`src/rtl/core/gbc_pkg.sv`:
```
// Shared types and constants for the gyro bias calibrate/correct block.
// No dependencies; every other file in rtl/core imports this package.
package gbc_pkg;

  localparam int unsigned AXES   = 3;
  localparam int unsigned DATA_W = 16;
  localparam int unsigned CNT_W  = 16;

  localparam logic [CNT_W-1:0]         CAL_SAMPLES_RST = 16'd1000;
  localparam logic signed [DATA_W-1:0] MIN_START       = 16'sh7FFF;  // +32767
  localparam logic signed [DATA_W-1:0] MAX_START       = 16'sh8001;  // -32767
  localparam logic signed [DATA_W-1:0] S16_MAX         = 16'sh7FFF;
  localparam logic signed [DATA_W-1:0] S16_MIN         = 16'sh8000;

  typedef enum logic {
    ACT_MEASURE   = 1'b0,
    ACT_CALIBRATE = 1'b1
  } action_e;

  typedef enum logic {
    KIND_MEASURE  = 1'b0,
    KIND_CAL_DONE = 1'b1
  } kind_e;

  // Per-lane update strobe and end-of-run flag
  typedef struct packed {
    logic upd;
    logic done;
  } lane_ctrl_t;

  // What one axis lane reports for the current sample
  typedef struct packed {
    logic signed [DATA_W-1:0] mid;
    logic signed [DATA_W-1:0] corr;
    logic                     clip;
  } lane_res_t;

  typedef struct packed {
    kind_e                       kind;
    logic [AXES-1:0][DATA_W-1:0] value;
    logic                        sat;
  } result_t;

endpackage

```
`src/rtl/core/gbc_lane.sv`:
```
// One axis lane: running min/max, offset register, midpoint and corrected rate.
// Depends on gbc_pkg.
module gbc_lane (
  input  logic                             clk_i,
  input  logic                             rst_ni,
  input  gbc_pkg::lane_ctrl_t              ctrl_i,
  input  logic signed [gbc_pkg::DATA_W-1:0] raw_i,
  output gbc_pkg::lane_res_t               res_o
);
  import gbc_pkg::*;

  logic signed [DATA_W-1:0] min_q, min_d, max_q, max_d, off_q, off_d;
  logic signed [DATA_W-1:0] min_new, max_new;
  logic signed [DATA_W:0]   sum, sum_adj, diff;

  always_comb begin
    max_new = (raw_i > max_q) ? raw_i : max_q;
    min_new = (raw_i < min_q) ? raw_i : min_q;
    // halve toward zero: add one before the shift when negative
    sum     = {max_new[DATA_W-1], max_new} + {min_new[DATA_W-1], min_new};
    sum_adj = sum + {{DATA_W{1'b0}}, sum[DATA_W]};
    diff    = {raw_i[DATA_W-1], raw_i} - {off_q[DATA_W-1], off_q};

    res_o.mid  = DATA_W'(sum_adj >>> 1);
    res_o.clip = diff[DATA_W] ^ diff[DATA_W-1];
    if (res_o.clip) begin
      res_o.corr = diff[DATA_W] ? S16_MIN : S16_MAX;
    end else begin
      res_o.corr = diff[DATA_W-1:0];
    end

    min_d = min_q;
    max_d = max_q;
    off_d = off_q;
    if (ctrl_i.upd) begin
      if (ctrl_i.done) begin
        min_d = MIN_START;
        max_d = MAX_START;
        off_d = res_o.mid;
      end else begin
        min_d = min_new;
        max_d = max_new;
      end
    end
  end

  always_ff @(posedge clk_i or negedge rst_ni) begin
    if (!rst_ni) begin
      min_q <= MIN_START;
      max_q <= MAX_START;
      off_q <= '0;
    end else begin
      min_q <= min_d;
      max_q <= max_d;
      off_q <= off_d;
    end
  end

endmodule

```
`src/rtl/core/gbc_merge.sv`:
```
// Merge stage: sample counter, run-length register, combining of lane outputs.
// Depends on gbc_pkg.
module gbc_merge (
  input  logic                                       clk_i,
  input  logic                                       rst_ni,
  input  logic                                       accept_i,
  input  logic                                       action_i,
  input  logic                                       cfg_we_i,
  input  logic [gbc_pkg::CNT_W-1:0]                  cfg_data_i,
  input  gbc_pkg::lane_res_t [gbc_pkg::AXES-1:0]     lane_res_i,
  output gbc_pkg::lane_ctrl_t                        lane_ctrl_o,
  output logic                                       push_o,
  output gbc_pkg::result_t                           result_o
);
  import gbc_pkg::*;

  logic [CNT_W-1:0] cal_samples_q, cal_samples_d;
  logic [CNT_W-1:0] cnt_q, cnt_d, cnt_next;
  logic             is_cal, run_done;

  always_comb begin
    is_cal   = (action_i == ACT_CALIBRATE);
    cnt_next = cnt_q + CNT_W'(1);
    run_done = (cnt_next >= cal_samples_q);

    lane_ctrl_o.upd  = accept_i && is_cal;
    lane_ctrl_o.done = run_done;

    cnt_d = cnt_q;
    if (lane_ctrl_o.upd) begin
      cnt_d = run_done ? '0 : cnt_next;
    end
    cal_samples_d = cfg_we_i ? cfg_data_i : cal_samples_q;

    push_o = accept_i && (!is_cal || run_done);

    result_o.kind = is_cal ? KIND_CAL_DONE : KIND_MEASURE;
    result_o.sat  = 1'b0;
    for (int a = 0; a < AXES; a++) begin
      result_o.value[a] = is_cal ? lane_res_i[a].mid : lane_res_i[a].corr;
      if (!is_cal && lane_res_i[a].clip) begin
        result_o.sat = 1'b1;
      end
    end
  end

  always_ff @(posedge clk_i or negedge rst_ni) begin
    if (!rst_ni) begin
      cal_samples_q <= CAL_SAMPLES_RST;
      cnt_q         <= '0;
    end else begin
      cal_samples_q <= cal_samples_d;
      cnt_q         <= cnt_d;
    end
  end

endmodule

```
`src/rtl/core/gbc_skid.sv`:
```
// Two-entry output buffer that decouples result delivery from input acceptance.
// Depends on gbc_pkg.
module gbc_skid (
  input  logic              clk_i,
  input  logic              rst_ni,
  input  logic              push_i,
  input  gbc_pkg::result_t  data_i,
  output logic              ready_o,
  output logic              out_valid_o,
  input  logic              out_ready_i,
  output gbc_pkg::result_t  data_o
);
  import gbc_pkg::*;

  result_t head_q, head_d, spare_q, spare_d;
  logic    head_vld_q, head_vld_d, spare_vld_q, spare_vld_d;
  logic    pop;

  assign ready_o     = !spare_vld_q;
  assign out_valid_o = head_vld_q;
  assign data_o      = head_q;

  always_comb begin
    pop         = head_vld_q && out_ready_i;
    head_d      = head_q;
    head_vld_d  = head_vld_q;
    spare_d     = spare_q;
    spare_vld_d = spare_vld_q;
    if (pop) begin
      // advance the spare entry into the head
      head_d      = spare_q;
      head_vld_d  = spare_vld_q;
      spare_vld_d = 1'b0;
    end
    if (push_i) begin
      if (!head_vld_d) begin
        head_d     = data_i;
        head_vld_d = 1'b1;
      end else begin
        spare_d     = data_i;
        spare_vld_d = 1'b1;
      end
    end
  end

  always_ff @(posedge clk_i or negedge rst_ni) begin
    if (!rst_ni) begin
      head_vld_q  <= 1'b0;
      spare_vld_q <= 1'b0;
    end else begin
      head_vld_q  <= head_vld_d;
      spare_vld_q <= spare_vld_d;
    end
  end

  always_ff @(posedge clk_i) begin
    head_q  <= head_d;
    spare_q <= spare_d;
  end

endmodule

```
`src/rtl/core/gyro_bias_calibrate_correct.sv`:
```
// Top level of the gyro bias calibrate/correct block.
// Depends on gbc_pkg, gbc_lane, gbc_merge and gbc_skid.
//
// Gyro bias calibration and correction. Each input transaction carries one
// three-axis raw sample tagged by action_i: a calibration sample updates the
// per-axis running minimum and maximum, and once calibration_samples of them
// have been gathered (a value of zero acts as one) the offsets become the
// min/max midpoint, truncated toward zero, and one result with
// result_kind_o = 1 reports them; the run then restarts. A measurement sample
// has the offsets subtracted, clipped to 16 bits (saturated_o flags any
// clipped axis), and comes out as a Q11.4 rate in deg/s, since the sensor
// gives 16 counts per deg/s. Calibration samples that do not close a run give
// no result. The block takes one transaction per clock: three axis lanes work
// side by side in the accept cycle and a merge stage forms the result, which
// is registered in the output buffer. A two-entry output buffer lets input
// keep flowing while a result waits; in_ready_o drops only when both entries
// are held. The run length is written through the cfg channel, which is
// always ready; write it only while the block is idle.
module gyro_bias_calibrate_correct (
  input  logic                              clk_i,
  input  logic                              rst_ni,
  // sample channel
  input  logic                              in_valid_i,
  output logic                              in_ready_o,
  input  logic                              action_i,
  input  logic signed [gbc_pkg::DATA_W-1:0] raw_x_i,
  input  logic signed [gbc_pkg::DATA_W-1:0] raw_y_i,
  input  logic signed [gbc_pkg::DATA_W-1:0] raw_z_i,
  // result channel
  output logic                              out_valid_o,
  input  logic                              out_ready_i,
  output logic                              result_kind_o,
  output logic signed [gbc_pkg::DATA_W-1:0] value_x_o,
  output logic signed [gbc_pkg::DATA_W-1:0] value_y_o,
  output logic signed [gbc_pkg::DATA_W-1:0] value_z_o,
  output logic                              saturated_o,
  // run-length register write
  input  logic                              cfg_valid_i,
  output logic                              cfg_ready_o,
  input  logic [gbc_pkg::CNT_W-1:0]         cfg_data_i
);
  import gbc_pkg::*;

  logic                                 accept;
  logic signed [AXES-1:0][DATA_W-1:0]   raw;
  lane_ctrl_t                           lane_ctrl;
  lane_res_t [AXES-1:0]                 lane_res;
  logic                                 push;
  result_t                              result, out_data;

  assign cfg_ready_o = 1'b1;
  assign accept      = in_valid_i && in_ready_o;
  assign raw         = {raw_z_i, raw_y_i, raw_x_i};

  // one lane per axis, all fed from the same transaction
  for (genvar a = 0; a < AXES; a++) begin : g_lane
    gbc_lane u_lane (
      .clk_i  (clk_i),
      .rst_ni (rst_ni),
      .ctrl_i (lane_ctrl),
      .raw_i  (raw[a]),
      .res_o  (lane_res[a])
    );
  end

  gbc_merge u_merge (
    .clk_i       (clk_i),
    .rst_ni      (rst_ni),
    .accept_i    (accept),
    .action_i    (action_i),
    .cfg_we_i    (cfg_valid_i && cfg_ready_o),
    .cfg_data_i  (cfg_data_i),
    .lane_res_i  (lane_res),
    .lane_ctrl_o (lane_ctrl),
    .push_o      (push),
    .result_o    (result)
  );

  gbc_skid u_skid (
    .clk_i       (clk_i),
    .rst_ni      (rst_ni),
    .push_i      (push),
    .data_i      (result),
    .ready_o     (in_ready_o),
    .out_valid_o (out_valid_o),
    .out_ready_i (out_ready_i),
    .data_o      (out_data)
  );

  assign result_kind_o = out_data.kind;
  assign value_x_o     = $signed(out_data.value[0]);
  assign value_y_o     = $signed(out_data.value[1]);
  assign value_z_o     = $signed(out_data.value[2]);
  assign saturated_o   = out_data.sat;

endmodule

```
`config.mk`:
```
export PLATFORM = sky130hd
export DESIGN_NAME = gyro_bias_calibrate_correct
export DESIGN_NICKNAME = d
export VERILOG_FILES = /design/src/rtl/core/gbc_pkg.sv /design/src/rtl/core/gbc_lane.sv /design/src/rtl/core/gbc_merge.sv /design/src/rtl/core/gbc_skid.sv /design/src/rtl/core/gyro_bias_calibrate_correct.sv
export SDC_FILE = /design/constraint.sdc
export NUM_CORES = 1
export LEC_CHECK = 0
export ABC_AREA = 1
export BUFFER_PORTS_ARGS = -buffer_cell sky130_fd_sc_hd__buf_2
export CORE_ASPECT_RATIO = 0.75
export CORE_MARGIN = 5
export CORE_UTILIZATION = 40
export CTS_BUF_LIST = sky130_fd_sc_hd__clkbuf_8 sky130_fd_sc_hd__clkbuf_16
export CTS_CLUSTER_SIZE = 12
export DETAILED_ROUTE_END_ITERATION = 7
export MAX_ROUTING_LAYER = met4
export SETUP_SLACK_MARGIN = 0.02
export SYNTH_ARGS = -nofsm -noshare
export SYNTH_HDL_FRONTEND = slang
export SYNTH_SLANG_ARGS = --single-unit
```
`constraint.sdc`:
```
create_clock -name clk_i -period 16.1 [get_ports clk_i]
set_clock_uncertainty 0.15 [all_clocks]
set_input_delay 0.805 -clock clk_i [delete_from_list [all_inputs] [get_ports clk_i]]
set_output_delay 0.805 -clock clk_i [all_outputs]
set_load 0.02 [all_outputs]
```
==> impl_metrics.py, run 1 <==
metrics = {
    "routing": {
        "routedWlPerCell_um": 17.2,
        "viasPerCell": 5.24,
        "num_vias": 18559,
        "wl_um": 60900,
        "drc": 0,
        "first_pass_iters": 5,
        "antenna_left": 0,
        "drt_iter0_markers": 1363,
    },
    "grt": {
        "antenna_found_initial": 2,
        "grt_max_degree": 78,
        "top_usage_layer": "met1",
        "grt-ovfl-total": 0,
        "grtUsageMet1_pct": 33.7,
        "grt_pass1_wl_um": 96900,
        "grt_pass1_vias": 17506,
        "grt_usage_pct": 21.8,
        "use_met2_pct": 29.5,
        "met3_usage_pct": 3.94,
    },
    "power": {
        "power.density_nw_per_um2": 90.0,
        "leakage_uw": 0.0115,
        "ir_worst_vdd_uv": 57.8,
        "power.total_uw": 2080,
    },
    "setup_path": {
        "cp_slowest_cell": "xor2_2",
        "ff2ff_setup_slack_ps": 9920,
        "cp-start-kind": "register",
        "crit_type": "register to register",
        "path_common_cell": "nand2_1",
        "required_ps": 16230,
        "worstPathMaxFanout": 32,
        "crit_arrival_ps": 6310,
        "r2r_start": "g_lane[0].u_lane.min_q[1]",
        "cp_num_buf_inv": 2,
        "reg2reg_depth": 33,
        "cp-end-kind": "register",
        "cp.depth": 33,
        "crit_start": "g_lane[0].u_lane.min_q[1]",
        "critPathTopFamily": "simple AND/OR/NAND/NOR gates",
        "cpPeakStageDelay_ps": 870,
    },
    "sta": {
        "worst_slew_pin_slew_ps": 1130,
        "slew_headroom_pct": 23.8,
        "period_minus_slack_ps": 6180,
        "fin_crit_sh_pct": 38.4,
        "fmax_mhz": 162,
        "fin_tns_setup_ps": 0,
        "setup_violations": 0,
        "layout_setup_ws_ps": 9920,
        "final-max-slew-violation-count": 0,
        "hold_viol": 0,
        "rsz0062_at_grt": "no",
    },
    "logic_synthesis": {
        "syn_nets": 3019,
        "synth.distinct_cells": 71,
        "ys_ff_latch": 278,
        "synth_edf_count": 50,
        "yosysSeqAreaShare_pct": 33.9,
        "async_flop_share_pct": 64.0,
        "ys_warn_count": 0,
        "syn_area_sq_um": 20700,
        "synth-main-ff-cell": "dfrtp_1",
        "syn_inst": 2733,
        "synth.avg_cell_area_sq_um": 7.58,
    },
    "placement": {
        "hpwl_um": 46100,
        "dp.cells": 3481,
        "io_buffer_count": 121,
        "dp_slack_ps": 9460,
        "place_congestion": 0.928,
    },
    "floorplan": {
        "rows": 72,
        "fp.dieW_um": 273,
        "initial_core_util_pct": 40.3,
        "die_h_um": 207,
        "core_sq_um": 51400,
        "dieArea_sq_um": 56500,
        "pin_count": 123,
    },
    "layout": {
        "drive_above_1_share_pct": 14.1,
        "layout_commonest_cell": "nand2_1",
        "final_cell_mix": "521 x nand2_1, 426 x inv_1, 231 x o21ai_0",
        "nets": 3100,
        "area_growth_syn_to_layout_pct": 11.6,
        "stdcell_count": 3543,
    },
    "clock_tree": {
        "cts_made_buffers": 34,
        "clk_pin_slew_worst_paths_ps": 60,
        "cts-root-buf": "clkbuf_16",
        "htree_num_levels": 2,
        "clk_path_buf_depth": 3,
        "cts.sinks": 278,
        "insertion_delay_ps": 550,
        "cts_tree": "built",
        "ctsResizeCount": 0,
        "ctsHoldBuffers": 0,
        "cts_setup_buffers": 0,
    },
    "job": {
        "maxCapViolCount": 0,
    },
    "min_path": {
        "hold_path_class": "input pin to async pin",
    },
    "outcome": {
        "status": "finished clean",
    },
}
## synthesized netlist by cell type, types with 22 or more instances
library cell  count  share of area [%]
inv_1           419                7.6
xor2_1           48                2.0
nand2_1         522                9.5
o21ai_0         231                5.6
dfxtp_1          50                4.8
nand3_1         120                2.9
clkbuf_1         76                1.4
nor2_1          164                3.0
ha_1            210                 13
nand2_2          40                1.2
nor3_1           24               0.58
a21oi_1         154                3.7
nand4_1          22               0.66
o21ai_1          36               0.87
dfstp_2          57                7.2
dfrtp_1         121                 15
edfxtp_1         50                7.2
o22ai_1          94                2.8
## worst register-to-register path: cells and delay by family, from the launching register on
kind	cells	cell delay, ps
simple gates	17	1760
buf+inv	2	170
flops	1	540
fa+ha+maj	3	950
compound gates	10	1470
xor+xnor	1	870
## per-stage QoR
step / cell area, sq um / hold slack (ps) / utilization, %
floorplan: 20700 / 303 / -
global placement: 22000 / 320 / 42.8
detailed placement: 22000 / 328 / 42.8
CTS: 23100 / 112 / 45.0
global route: 23100 / 111 / 45.0
finish: 23100 / 90.0 / 45.0
## worst paths after layout
kind,to
min reg2reg,g_lane[0].u_lane.off_q[6]
min in group clk_i,u_merge.cal_samples_q[2]
max,u_skid.spare_q[16]
max in group asynchronous,g_lane[0].u_lane.off_q[11]
max reg2reg,u_skid.spare_q[16]
min,g_lane[2].u_lane.off_q[4]
## layout make-up
| cell class | instances | area, sq um |
|---|---|---|
| Clock buffer | 42 | 972 |
| Multi-Input combinational cell | 1926 | 11700 |
| Inverter | 438 | 1640 |
| Antenna cell | 1 | 2.50 |
| Sequential cell | 278 | 7030 |
| Fill cell | 5144 | 28300 |
| Timing Repair Buffer | 136 | 727 |
| Tap cell | 703 | 880 |
| Clock inverter | 19 | 145 |
## power breakdown
part	leakage, uW	switching, uW	internal [uW]
registers	0.00272	0.966	728
logic	0.00821	395	174
clock network	0.000586	325	460
total	0.0115	721	1360
## sequential cells by signal, summed over array words and instances, names as in the netlist
signal                 cells
u_merge.cal_samples_q     16
u_skid.out_valid_o         1
g_lane.u_lane.min_q       48
u_skid.spare_q            50
g_lane.u_lane.off_q       48
g_lane.u_lane.max_q       48
u_skid.spare_vld_q         1
u_merge.cnt_q             16
u_skid.data_o             50
## cell families (layout without fill, tap and decap cells)
group	count (synthesis)	count (layout)	synth area share (%)
flops	278	278	33.9
xor+xnor	56	56	2.37
other cells	1	2	0.0181
buf+inv	529	635	9.75
compound gates	653	653	18.4
mux	19	19	0.924
fa+ha+maj	216	216	13.3
simple gates	981	981	21.3
## routing by layer
layer / vias up / wire length [um] / share of wire [%]
met4: 0 / 1050 / 1.7
met5: - / 0 / 0
met1: 8679 / 31700 / 52
met2: 507 / 24000 / 39
li1: 9302 / - / -
met3: 71 / 4170 / 6.8
Power figures use the tool's default switching activity.
==> run 2, diff against run 1 <==
- clock period: 16.1 -> 5.2 ns (I/O delays scaled with it)
==> run 2 against run 1 <==
Clock-buffer cell count decreased by 5; sequential cell count unchanged; via count is 6.5% higher; cell area rose by 14%; first-iteration DRC count is 3.1% higher; critical path type unchanged; sequential share of layout area is 3.6 points lower; critical endpoint is now u_skid.spare_q[45]; largest power group is now combinational cells; maximum frequency increased by 20%.
==> impl_metrics.py, run 2 (synthesis gave the netlist of run 1 again) <==
metrics = {
    "outcome": {
        "status": "finished clean",
    },
    "sta": {
        "fin_crit_sh_pct": 99.0,
        "hold_viol": 0,
        "setup_violations": 0,
        "rsz0062_at_grt": "yes",
        "period_minus_slack_ps": 5150,
        "final-max-slew-violation-count": 0,
        "slew_headroom_pct": 26.9,
        "fmax_mhz": 194,
        "layout_setup_ws_ps": 54.2,
        "fin_hold_ws_ps": 45.4,
        "worst_slew_pin_slew_ps": 1100,
    },
    "layout": {
        "antenna_cells": 0,
        "regArea_sq_um": 7030,
        "layout_commonest_cell": "nand2_1",
        "stdcell_count": 3764,
        "final_cell_area_sq_um": 26300,
        "multi_input_area_sq_um": 13100,
        "area_growth_syn_to_layout_pct": 26.7,
        "post-route-util_pct": 51.1,
        "n_fill_cell": 4917,
        "drive_above_1_share_pct": 26.7,
        "final_cell_mix": "468 x nand2_1, 416 x inv_1, 196 x ha_1",
        "nets": 3321,
    },
    "clock_tree": {
        "htree_num_levels": 2,
        "clk_path_buf_depth": 3,
        "insertion_delay_ps": 550,
        "cts_made_buffers": 34,
        "cts-root-buf": "clkbuf_16",
        "clk_pin_slew_worst_paths_ps": 60,
        "cts.sinks": 278,
        "cts_tree": "built",
    },
    "setup_path": {
        "cp-end-kind": "register",
        "r2r_start": "g_lane[2].u_lane.min_q[1]",
        "worstPathMaxFanout": 7,
        "cpPeakStageDelay_ps": 530,
        "crit_arrival_ps": 5310,
        "crit_start": "g_lane[2].u_lane.min_q[1]",
        "path_common_cell": "nor2_1",
        "crit_type": "register to register",
        "required_ps": 5360,
        "cp_slowest_cell": "dfstp_2",
        "cp-start-kind": "register",
    },
    "grt": {
        "grt_usage_pct": 22.2,
        "antenna_found_initial": 2,
        "grt_pass1_wl_um": 99300,
        "grt_pass1_vias": 18228,
        "grt-ovfl-total": 0,
        "use_met2_pct": 30.2,
        "grtUsageMet1_pct": 34.7,
        "grt_max_degree": 98,
        "met3_usage_pct": 3.67,
        "top_usage_layer": "met1",
    },
    "placement": {
        "hpwl_um": 47300,
        "dp_slack_ps": -184,
        "dp.cells": 3630,
        "io_buffer_count": 121,
        "place_area_sq_um": 23200,
        "place_congestion": 0.929,
    },
    "floorplan": {
        "pin_count": 123,
        "fp.dieW_um": 273,
        "dieArea_sq_um": 56500,
        "rows": 72,
        "core_sq_um": 51400,
        "initial_core_util_pct": 40.3,
        "die_h_um": 207,
    },
    "min_path": {
        "hp-start": "cfg_valid_i",
        "hold_path_class": "input pin to register",
    },
    "power": {
        "ir_worst_vdd_uv": 192,
        "power.density_nw_per_um2": 271,
        "p_clk_share_pct": 31.9,
        "sw_frac_of_total_pct": 36.1,
        "combPwrFrac_pct": 36.5,
        "pwr-share-seq_pct": 31.7,
        "power.switching_uw": 2580,
        "p_int_uw": 4550,
        "leakage_uw": 0.0129,
    },
    "routing": {
        "antenna_left": 0,
        "drc": 0,
        "wl_um": 65300,
        "viasPerCell": 5.25,
        "drt_iter0_markers": 1405,
        "first_pass_iters": 6,
        "routedWlPerCell_um": 17.3,
        "num_vias": 19770,
    },
    "job": {
        "maxCapViolCount": 0,
    },
}
-- run 2: changes by cell type in the layout (fill, tap and decap cells not counted), sizes merged --
cell	before	now
buf	135	331
bufinv	2	0
clkbuf	43	38
diode	1	0
dlygate4sd3	0	24
inv	447	455
nand3	132	133
-- run 2: power groups by stage --
stage / Sequential (uW) / Clock [uW] / Combinational, uW
2_1_floorplan: 2300 / 0 / 1240
3_5_place_dp: 2300 / 0 / 2030
3_3_place_gp: 2300 / 0 / 2000
4_1_cts: 2260 / 2340 / 2110
5_1_grt: 2260 / 2430 / 2830
6_report: 2260 / 2270 / 2600
-- run 2: timing repair --
item | in CTS | in global routing
hold buffers | 24 | 0
hold endpoints to repair | 76 | 0
gates resized for setup | 57 | 352
pin swaps | 17 | 125
cloned | 1 | 5
endpoints found under the setup margin | 58 | 108
setup buffers | 5 | 40
-- run 2: path summary, 6_finish.rpt --
path,to,slack [ps],cells after the start
max,u_skid.spare_q[45],50,29
min,u_merge.cal_samples_q[1],50,3
max reg2reg,u_skid.spare_q[45],50,29
min reg2reg,u_skid.data_o[0],340,2
max in group asynchronous,u_merge.cal_samples_q[8],3650,3
min in group asynchronous,g_lane[2].u_lane.off_q[8],210,2
-- run 2: routing by layer --
metal	share of wire, %	wire (um)
met1	51	33000
met4	1.6	1060
met3	7.0	4580
met2	41	26600
met5	0	0
-- run 2: cell type report --
class / count / share of cell area, %
multi-input combinational: 1927 / 49.7
timing repair buffer: 356 / 9.91
tap: 703 / 3.35
clock buffer: 37 / 3.48
inverter: 438 / 6.30
clock inverter: 25 / 0.495
sequential: 278 / 26.8
-- run 2: worst max-delay path: cells and delay by family (launching register included) --
kind	cells	cell delay [ps]
and+or+nand+nor	12	1620
AOI/OAI and AO/OA	9	1210
DFF	1	530
buffers and inverters	4	500
adders and majority gates	2	460
xor gates and xnor gates	2	410
-- run 2: through the flow --
stage               total power [uW]  setup TNS [ps]
detailed placement              4320           -4460
finish                          7130               0
global route                    7510          -12590
global placement                4300            -124
CTS                             6710               0
floorplan                       3540               0
==> run 3, diff against run 2 <==
- GPL_TIMING_DRIVEN: unset -> 0
==> run 3 against run 2 <==
The run now ends with negative setup slack left; clock power is 5% higher; sequential share of layout area is 0.65 points lower; global-route usage is 1.4 points higher; worst setup slack worse by 250 ps; die area stayed put; utilization is 1.3 points higher; wire length is 6.2% higher; sequential power hardly changed; critical path depth is 7 higher; maximum frequency is 4.7% lower; critical path type unchanged; critical endpoint is now u_skid.data_o[45]; largest cell class unchanged; highest routed layer unchanged.
==> impl_metrics.py, run 3 (synthesis gave the netlist of run 1 again) <==
metrics = {
    "outcome": {
        "status": "complete, but fails checks",
        "violations": "negative setup slack",
    },
    "setup_path": {
        "cp_num_buf_inv": 5,
        "crit_arrival_ps": 5660,
        "worstPathMaxFanout": 5,
        "r2r_start": "g_lane[2].u_lane.min_q[1]",
        "critPathTopFamily": "simple AND/OR/NAND/NOR gates",
        "required_ps": 5460,
        "cp_slowest_cell": "dfstp_2",
        "cpPeakStageDelay_ps": 540,
        "rr_endpoint": "u_skid.data_o[45]",
        "ff2ff_setup_slack_ps": -200,
        "cp-end-kind": "register",
        "cp-start-kind": "register",
        "reg2reg_depth": 36,
        "crit_type": "register to register",
        "cp.depth": 36,
        "path_common_cell": "nand2_2",
    },
    "sta": {
        "worst_slew_pin_slew_ps": 1170,
        "final-max-slew-violation-count": 0,
        "rsz0062_at_grt": "yes",
        "fin_crit_sh_pct": 104,
        "setup_violations": 24,
        "period_minus_slack_ps": 5400,
        "slew_headroom_pct": 21.8,
        "layout_setup_ws_ps": -197,
        "fmax_mhz": 185,
        "hold_viol": 0,
    },
    "routing": {
        "routedWlPerCell_um": 18.4,
        "wl_um": 69300,
        "viasPerCell": 5.33,
        "first_pass_iters": 5,
        "drc": 0,
        "num_vias": 20119,
        "drt_iter0_markers": 1756,
        "antenna_left": 0,
    },
    "layout": {
        "drive_above_1_share_pct": 28.5,
        "n_fill_cell": 4686,
        "multi_input_area_sq_um": 13700,
        "post-route-util_pct": 52.3,
        "stdcell_count": 3777,
        "final_cell_area_sq_um": 26900,
        "layout_commonest_cell": "nand2_1",
        "nets": 3332,
        "regArea_sq_um": 7030,
        "area_growth_syn_to_layout_pct": 29.9,
        "final_cell_mix": "446 x nand2_1, 406 x inv_1, 189 x ha_1",
    },
    "clock_tree": {
        "insertion_delay_ps": 550,
        "cts_tree": "built",
        "htree_num_levels": 2,
        "cts-root-buf": "clkbuf_16",
        "clk_path_buf_depth": 3,
        "cts_made_buffers": 35,
        "clk_pin_slew_worst_paths_ps": 60,
        "cts.sinks": 278,
    },
    "grt": {
        "grt-ovfl-total": 0,
        "grt_pass1_wl_um": 104000,
        "grt_max_degree": 93,
        "grt_pass1_vias": 18943,
        "grt_usage_pct": 23.6,
        "antenna_found_initial": 2,
    },
    "floorplan": {
        "core_sq_um": 51400,
        "pin_count": 123,
        "dieArea_sq_um": 56500,
        "rows": 72,
        "fp.dieW_um": 273,
        "initial_core_util_pct": 40.3,
        "die_h_um": 207,
    },
    "job": {
        "maxCapViolCount": 0,
    },
    "min_path": {
        "hp-start": "raw_y_i[7]",
        "min_to": "g_lane[1].u_lane.max_q[7]",
        "worstHoldPathCells": 3,
        "hold_path_class": "input pin to register",
    },
    "placement": {
        "hpwl_um": 51000,
        "io_buffer_count": 121,
        "dp.cells": 3559,
        "dp_slack_ps": -1070,
        "place_area_sq_um": 22300,
        "place_congestion": 0.988,
    },
    "power": {
        "leakage_uw": 0.0129,
        "power.density_nw_per_um2": 277,
        "power.total_uw": 7460,
        "ir_worst_vdd_uv": 189,
    },
}
## run 3: changes by cell type in the layout (fill, tap and decap cells not counted), moves of 10 or more
cell	delta
buf_4	-65
clkbuf_1	+48
inv_1	-10
nand2_1	-22
nand2_2	+16
nor2_1	-11
o21ai_0	+12
o21ai_1	-23
o21ai_4	+11
## run 3: layer usage
layer  vias up  wire [um]  share of wire (%)  global-route usage, %
li1       9786          -                  -                      -
met1      9496      33100                 48                   34.7
met2       714      28500                 41                   32.8
met3       123       5450                7.9                   4.58
met4         0       2230                3.2                   6.76
met5         -          0                  0                      -
## run 3: layout make-up
cell class                      count  area share [%]
Inverter                          438            6.14
Tap cell                          703            3.27
Timing Repair Buffer              278            7.46
Clock buffer                       38            3.41
Antenna cell                        2          0.0186
Clock inverter                     25           0.697
Sequential cell                   278            26.1
Multi-Input combinational cell   1926            51.0
Buffer                             89            1.90
## run 3: worst max path at each step
stage,startpoint,to
after CTS,g_lane[2].u_lane.min_q[1],u_skid.data_o[45]
after detailed placement,raw_z_i[1],u_skid.data_o[38]
final,g_lane[2].u_lane.min_q[1],u_skid.data_o[45]
after global placement,u_merge.cnt_q[0],u_skid.spare_q[34]
after global routing,g_lane[2].u_lane.min_q[1],u_skid.data_o[45]
after floorplan,g_lane[2].u_lane.min_q[1],u_skid.spare_q[42]
## run 3: repair_timing
action / 4_1_cts / 5_1_grt
endpoints found under the hold margin: 79 / 0
buffers inserted: 82 / 54
endpoints found under the setup margin: 209 / 291
hold buffers: 20 / 0
gates resized for setup: 273 / 339
cloned: 2 / 0
pin swaps: 88 / 121
## run 3: through the flow
stage	setup TNS [ps]	hold slack, ps
after floorplan	0	-186
after detailed placement	-88590	169
after global routing	-13860	33.7
final	-1960	40.2
after global placement	-130110	317
after CTS	-2470	37.1
## run 3: where the power goes
part | leakage [uW] | internal (uW) | switching (uW)
Combinational | 0.00962 | 1080 | 1740
Sequential | 0.00272 | 2250 | 3.17
Clock | 0.000592 | 1370 | 1000
## run 3: worst register-to-register path, delay by kind of cell (launching register included)
kind / cells / cell delay (ps)
and+or+nand+nor: 15 / 1690
xor gates and xnor gates: 1 / 210
AOI/OAI and AO/OA: 13 / 1630
DFF: 1 / 540
adders and majority gates: 2 / 430
buffers and inverters: 5 / 610
